## src/hw/rtl/fcsa_pkg.sv

```systemverilog
// Package for the fft centre-shift address block.
// Holds the item types, field widths and register index codes.
// No dependencies.
package fcsa_pkg;

    localparam int IDX_W   = 20;
    localparam int VAL_W   = 64;
    localparam int LEN_W   = 17;
    localparam int DIMS_W  = 3;
    localparam int NUM_LEN = 4;
    localparam int CFG_IDX_W = 3;

    // quotient bits resolved per divider stage
    localparam int BPS         = 4;
    localparam int STG_PER_DIM = IDX_W / BPS;

    localparam logic [CFG_IDX_W-1:0] CFG_DIMS_IN_USE = 3'd0;
    localparam logic [CFG_IDX_W-1:0] CFG_DIM0_LENGTH = 3'd1;
    localparam logic [CFG_IDX_W-1:0] CFG_DIM1_LENGTH = 3'd2;
    localparam logic [CFG_IDX_W-1:0] CFG_DIM2_LENGTH = 3'd3;
    localparam logic [CFG_IDX_W-1:0] CFG_DIM3_LENGTH = 3'd4;

    typedef struct packed {
        logic [IDX_W-1:0] flat_index;
        logic [VAL_W-1:0] element_value;
    } t_in_item;

    typedef struct packed {
        logic [IDX_W-1:0] dest_index;
        logic [VAL_W-1:0] moved_value;
        logic             in_range;
    } t_out_item;

    // effective lengths, unused dimensions read as 1
    typedef struct packed {
        logic [NUM_LEN-1:0][LEN_W-1:0] len;
    } t_shape;

endpackage

```

## src/hw/rtl/fcsa_cfg_regs.sv

```systemverilog
// Configuration registers of the fft centre-shift address block.
// Gives the effective dimension lengths as a shape struct.
// Depends on fcsa_pkg.
module fcsa_cfg_regs #(
    parameter int MAX_DIMS = 4
) (
    input  logic                           i_clk,
    input  logic                           i_rst_n,
    input  logic                           i_cfg_valid,
    output logic                           o_cfg_ready,
    input  logic [fcsa_pkg::CFG_IDX_W-1:0] i_cfg_index,
    input  logic [fcsa_pkg::LEN_W-1:0]     i_cfg_data,
    output fcsa_pkg::t_shape               o_shape
);
    import fcsa_pkg::*;

    localparam int CAP = (MAX_DIMS < NUM_LEN) ? MAX_DIMS : NUM_LEN;

    logic [DIMS_W-1:0]             r_dims;
    logic [NUM_LEN-1:0][LEN_W-1:0] r_len;
    logic [DIMS_W-1:0]             n_act0;
    logic [DIMS_W-1:0]             n_act;

    assign o_cfg_ready = 1'b1;

    always_ff @(posedge i_clk) begin
        if (!i_rst_n) begin
            r_dims <= DIMS_W'(1);
            for (int d = 0; d < NUM_LEN; d++) begin
                r_len[d] <= LEN_W'(1);
            end
        end else if (i_cfg_valid) begin
            case (i_cfg_index)
                CFG_DIMS_IN_USE: r_dims   <= i_cfg_data[DIMS_W-1:0];
                CFG_DIM0_LENGTH: r_len[0] <= i_cfg_data;
                CFG_DIM1_LENGTH: r_len[1] <= i_cfg_data;
                CFG_DIM2_LENGTH: r_len[2] <= i_cfg_data;
                CFG_DIM3_LENGTH: r_len[3] <= i_cfg_data;
                default: ;
            endcase
        end
    end

    always_comb begin
        n_act0 = (r_dims == '0) ? DIMS_W'(1) : r_dims;
        n_act  = (n_act0 > DIMS_W'(CAP)) ? DIMS_W'(CAP) : n_act0;
        for (int d = 0; d < NUM_LEN; d++) begin
            o_shape.len[d] = (DIMS_W'(d) < n_act) ? r_len[d] : LEN_W'(1);
        end
    end

endmodule

```

## config.mk

```make
export PLATFORM = sky130hd
export DESIGN_NAME = fcsa_cfg_regs
export DESIGN_NICKNAME = d
export VERILOG_FILES = /design/src/hw/rtl/fcsa_pkg.sv /design/src/hw/rtl/fcsa_cfg_regs.sv
export SDC_FILE = /design/constraint.sdc
export NUM_CORES = 1
export LEC_CHECK = 0
export BUFFER_PORTS_ARGS = -buffer_cell sky130_fd_sc_hd__buf_2
export CORE_ASPECT_RATIO = 1.1
export CORE_MARGIN = 10
export CORE_UTILIZATION = 45
export CTS_CLUSTER_DIAMETER = 40
export DETAILED_ROUTE_END_ITERATION = 7
export GPL_ROUTABILITY_DRIVEN = 1
export PLACE_DENSITY_LB_ADDON = 0.1
export REMOVE_ABC_BUFFERS = 1
export SYNTH_ARGS = -nofsm -noshare
export SYNTH_HDL_FRONTEND = slang
export SYNTH_SLANG_ARGS = --single-unit
```

## constraint.sdc

```tcl
create_clock -name i_clk -period 1.3 [get_ports i_clk]
set_input_delay 0.065 -clock i_clk [delete_from_list [all_inputs] [get_ports i_clk]]
set_output_delay 0.065 -clock i_clk [all_outputs]
set_load 0.03 [all_outputs]
```

==> results of run 1 <==
[final cells by class]
type | instances | share of cell area, %
Clock buffer | 12 | 3.47
Clock inverter | 4 | 1.08
Multi-Input combinational cell | 218 | 37.0
Sequential cell | 71 | 34.2
Tap cell | 82 | 2.45
Timing Repair Buffer | 118 | 21.8
[timing repair]
action,in CTS,in global routing
pin swaps,2,0
hold buffers,0,0
buffers inserted,7,5
resized for setup,62,39
setup endpoints to repair,50,49
gates cloned,0,0
[state kept, by name, summed over array words and instances (netlist names)]
signal and count:
r_dims 3, r_len 68
[worst register-to-register path, delay by kind of cell, from the launching register on]
kind                   cells  cell delay [ns]
DFF                        1             0.39
buffers and inverters      1             0.16
muxes                      1             0.12
and+or+nand+nor            1             0.06
[synthesized netlist by cell type (all sizes together)]
cell type and n:
nand4bb 1, nor2 1, nand4b 1, buf 14
nand2b 1, nand2 82, nor4b 1, conb 1
and2 16, and4bb 2, a21oi 1, mux2i 71
nor2b 35, clkbuf 26, and2b 3, dfxtp 71
or2 2
[per-stage QoR]
step	power (mW)	std cells	setup WS, ns	hold WS [ns]
2_1_floorplan	2.46	289	-0.00400	0.211
3_3_place_gp	2.62	477	0.175	0.391
3_5_place_dp	2.63	477	0.142	0.400
4_1_cts	4.38	500	-0.142	0.0409
5_1_grt	4.53	505	-0.203	0.0510
6_report	4.36	505	-0.138	0.0496
[cell families after synthesis]
| family | Yosys count | share of synthesized area, % |
|---|---|---|
| compound gates | 1 | 0.284 |
| buf+inv | 40 | 6.53 |
| flops | 71 | 46.1 |
| mux | 71 | 23.0 |
| other cells | 1 | 0.122 |
| simple gates | 145 | 24.0 |
[per-layer routing]
metal  GRT usage (%)  up-vias
met3            6.94        5
met2            23.6       59
met5               0        -
met1            18.4     1117
li1                -     1225
met4            4.00        0
[report_power, final]
part           total (mW)  leakage (nW)  switching, mW  internal [mW]
clock network        1.75         0.100          0.814          0.932
registers            2.24         0.576         0.0236           2.22
logic               0.373          1.24          0.212          0.161
[layout by cell type, fill, tap and decap left out, drive strengths merged, types with 2 or more instances in the layout]
cell / n
buf: 113
nand2: 82
mux2i: 71
dfxtp: 71
nor2b: 35
clkbuf: 17
and2: 16
and2b: 3
clkinv: 3
or2: 2
and4bb: 2
[worst paths after layout]
kind         slack, ns     endpoint
max reg2reg       0.49    r_dims[2]
min               0.05    r_len[31]
max              -0.14  o_shape[45]
min reg2reg       0.45    r_len[63]
==> flow_metrics.tcl, run 1 <==
set metrics [dict create \
    outcome "finished with violations" \
    violations "negative setup slack" \
    final_core_utilization_pct 63.0 \
    via_per_inst 4.76 \
    port_buffers 90 \
    r2r-start "r_dims[2]" \
    ios 92 \
    ir_worst_vdd_uv 926 \
    slowest_delay_ns 0.37 \
    synthCells 329 \
    stdcell_area_um2 4180 \
    grt_pass1_vias 2513 \
    routed_wirelength_um 8110 \
    syn-cell-area_um2 3090 \
    nets 441 \
    ys_seq_area_share_pct 46.1 \
    synth_top_area_cell "dfxtp_1" \
    clock_sinks 71 \
    path_max_fanout 6 \
    crit_path_start "r_dims[1]" \
    start_kind "flop" \
    worstPathBufferInverterCount 2 \
    p_leak_nw 1.92 \
    highest_layer "met4" \
    powerDensity_nw_per_um2 1040 \
    path_delay_family "flip-flops" \
    cts_buffers 9 \
    clkTransAtPathRegs_ns 0.07 \
    cts_tree "yes" \
    ys_warn_count 0 \
    path_cells "a21oi_4 > buf_6 > and2b_1 > buf_6" \
    drt_first_iter_violations 83 \
    slowest_stage "dfxtp_4" \
    avgSynthCellArea_um2 9.38 \
    hold_start "i_cfg_data[14]" \
    hold_path_depth 3 \
    setup_viol 32 \
    diodes 0 \
    final-hold-violation-count 0 \
    syn_to_final_growth_pct 35.5 \
    seq_area_um2 1430 \
    hp-class "input pin to flop" \
    routabilityCongestion 0.743 \
    wl_met1_um 3660 \
    rr_worst_depth 3 \
    htreeDepth 3 \
    grt_setup_unrepaired "true" \
    clk_latency_ns 0.33 \
    cp_data_arrival_time_ns 1.37 \
    end_kind "output pin" \
    final_antenna_net_count 0 \
    start_util_pct 46.5 \
    synth_cell_type_count 19 \
    fin_crit_sh_pct 111 \
    grt_util_all_layers_pct 15.1 \
    drt_first_pass_iters 4 \
    vias 2406 \
    met3_length_um 579 \
    grt_max_degree 44 \
    yosysTopAreaCellShare_pct 46.1 \
    rows 31 \
    fillers 572 \
    antenna_found_initial 0 \
    skew_ns 0 \
    drive_gt1_share_pct 35.5 \
    maxCapViolCount 0 \
    final.setup.tns_ns -2.41 \
    layout_setup_ws_ns -0.138 \
    coreArea_um2 6630 \
    crit_top_cell "buf_6" \
    dp_hpwl_um 5580 \
    die_x_um 99.0 \
    drc 0 \
    wl_per_cell_um 16.1 \
    fmax_mhz 695 \
    synth-seq-cells 71 \
    root_buffer "clkbuf_8" \
    critical_path_required_ns 1.24 \
    path_depth 4 \
    path_class "flop to output pin" \
    grt_overflow 0 \
    wl_met2_um 3810 \
    ctsLongestPathBuffers 2 \
    min_period_ns 1.44 \
    grt_pass1_wl_um 12900 \
    maxSlewViolCount 0 \
    die_y_um 107 \
    dieArea_um2 10600 \
    placed_cell_area_um2 3600 \
    multi_input_area_um2 1550 \
    synthTopCellsByArea "dfxtp_1 (46%), mux2i_1 (23%), nand2_1 (10%)" \
]
No activity file was read; power rests on OpenSTA's default activity.
==> run 2, diff against run 1 <==
CAP_MARGIN = 20   (was not set)
RECOVER_POWER = 25   (was not set)
==> run 2 against run 1 <==
  * Final area decreased by 0.30%
  * Non-clock buffer count unchanged
  * Via count increased by 0.37%
  * Clock skew unchanged
  * The run still ends with negative setup slack left
  * Maximum frequency about the same
  * Core utilization decreased by 0.19 points
==> flow_metrics.tcl, run 2 (same netlist as run 1, synthesis figures left out) <==
set metrics [dict create \
    root_buffer "clkbuf_8" \
    grt_setup_unrepaired "true" \
    clock_sinks 71 \
    ir_worst_vdd_uv 926 \
    p_leak_nw 1.91 \
    slew_headroom_pct 52.8 \
    rows 31 \
    crit_top_cell "buf_6" \
    vias 2415 \
    switchingPower_mw 1.05 \
    clkTransAtPathRegs_ns 0.07 \
    hp-class "input pin to flop" \
    drive_gt1_share_pct 35.0 \
    ios 92 \
    maxCapViolCount 0 \
    die_y_um 107 \
    path_class "flop to output pin" \
    hold_slack_ns 0.0492 \
    dieArea_um2 10600 \
    cts_tree "yes" \
    cts_buffers 9 \
    worstPathBufferInverterCount 2 \
    drt_first_iter_violations 86 \
    p_comb_share_pct 8.5 \
    drt_first_pass_iters 4 \
    fmax_mhz 695 \
    final_antenna_net_count 0 \
    end_kind "output pin" \
    final_cells 505 \
    layout_setup_ws_ns -0.138 \
    drc 0 \
    wl_per_cell_um 16.1 \
    dp_hpwl_um 5580 \
    setup_viol 32 \
    port_buffers 90 \
    routed_wirelength_um 8120 \
    diodes 0 \
    final_cell_mix "nand2_1 (82), mux2i_1 (71), dfxtp_1 (68)" \
    min_period_ns 1.44 \
    start_kind "flop" \
    largest_reg_flops 68 \
    start_util_pct 46.5 \
    maxSlewViolCount 0 \
    cts_hold_buf 0 \
    total_power_mw 4.36 \
    coreArea_um2 6630 \
    outcome "finished with violations" \
    ctsLongestPathBuffers 2 \
    nets 441 \
    antenna_found_initial 0 \
    powerDensity_nw_per_um2 1050 \
    slowest_stage "dfxtp_4" \
    fillers 578 \
    path_max_fanout 6 \
    top_register "r_len" \
    p_clk_share_pct 40.1 \
    syn_to_final_growth_pct 35.1 \
    critical_path_required_ns 1.24 \
    routabilityCongestion 0.743 \
    cp_data_arrival_time_ns 1.37 \
    grt_pass1_vias 2513 \
    skew_ns 0 \
    path_delay_family "flip-flops" \
    p_int_mw 3.31 \
    p_sw_share_pct 24.1 \
    die_x_um 99.0 \
    seq_power_share_pct 51.4 \
    violations "negative setup slack" \
    fin_crit_sh_pct 111 \
    grt_util_all_layers_pct 15.1 \
    final.setup.tns_ns -2.43 \
    layout_commonest_cell "nand2_1" \
    place_inst 477 \
    final_core_utilization_pct 62.9 \
    slowest_delay_ns 0.37 \
    path_cells "a21oi_4 > buf_6 > and2b_1 > buf_6" \
    grt_pass1_wl_um 12900 \
    htreeDepth 3 \
    clk_latency_ns 0.33 \
    top_regs "r_len: 68 flops, r_dims: 3 flops" \
    final-hold-violation-count 0 \
    grt_max_degree 44 \
    worst_pin_slew_ns 0.708 \
    via_per_inst 4.78 \
    grt_overflow 0 \
]
-- run 2: tightest hold or removal path, cell delays in order --
cell and delay (ns):
buf_2 0.07, nand2_1 0.09, mux2i_1 0.12
-- run 2: metrics by stage --
stage / setup WS (ns) / area, µm²
after floorplan: -0.00400 / 2880
after global placement: 0.175 / 3600
after detailed placement: 0.142 / 3600
after CTS: -0.142 / 4020
after global routing: -0.203 / 4170
final: -0.138 / 4170
-- run 2: what timing repair did --
item                                    CTS  global route
endpoints found under the setup margin   50            49
buffers inserted                          7             5
pin swaps                                 2             0
gates resized for setup                  62            39
-- run 2: cell type report --
type	count	area, µm²	area share (%)
Tap cell	82	103	2.46
Multi-Input combinational cell	218	1550	37.1
Clock inverter	4	45.0	1.08
Timing Repair Buffer	118	898	21.5
Sequential cell	71	1430	34.3
Clock buffer	12	145	3.48
-- run 2: layer usage --
metal / track usage [%] / vias up / share of wire [%]
met5: 0 / - / 0
met4: 4.00 / 0 / 0.75
met3: 6.94 / 5 / 7.5
met2: 23.6 / 66 / 47
met1: 18.4 / 1118 / 45
li1: - / 1226 / -
-- run 2: path summary, 6_finish.rpt --
check                                     from          end  slack [ns]  cells past startpoint
worst max-delay path                 r_dims[1]  o_shape[45]       -0.14                      4
worst min-delay path            i_cfg_data[14]    r_len[31]        0.05                      3
worst max register to register       r_dims[2]    r_dims[2]        0.49                      3
worst min register to register       r_len[63]    r_len[63]        0.45                      2
-- run 2: power groups by stage --
stage	sequential [mW]	clock [mW]	combinational, mW
2_1_floorplan	2.31	0	0.143
3_3_place_gp	2.29	0	0.330
3_5_place_dp	2.29	0	0.334
4_1_cts	2.24	1.79	0.356
5_1_grt	2.25	1.88	0.404
6_report	2.24	1.75	0.370
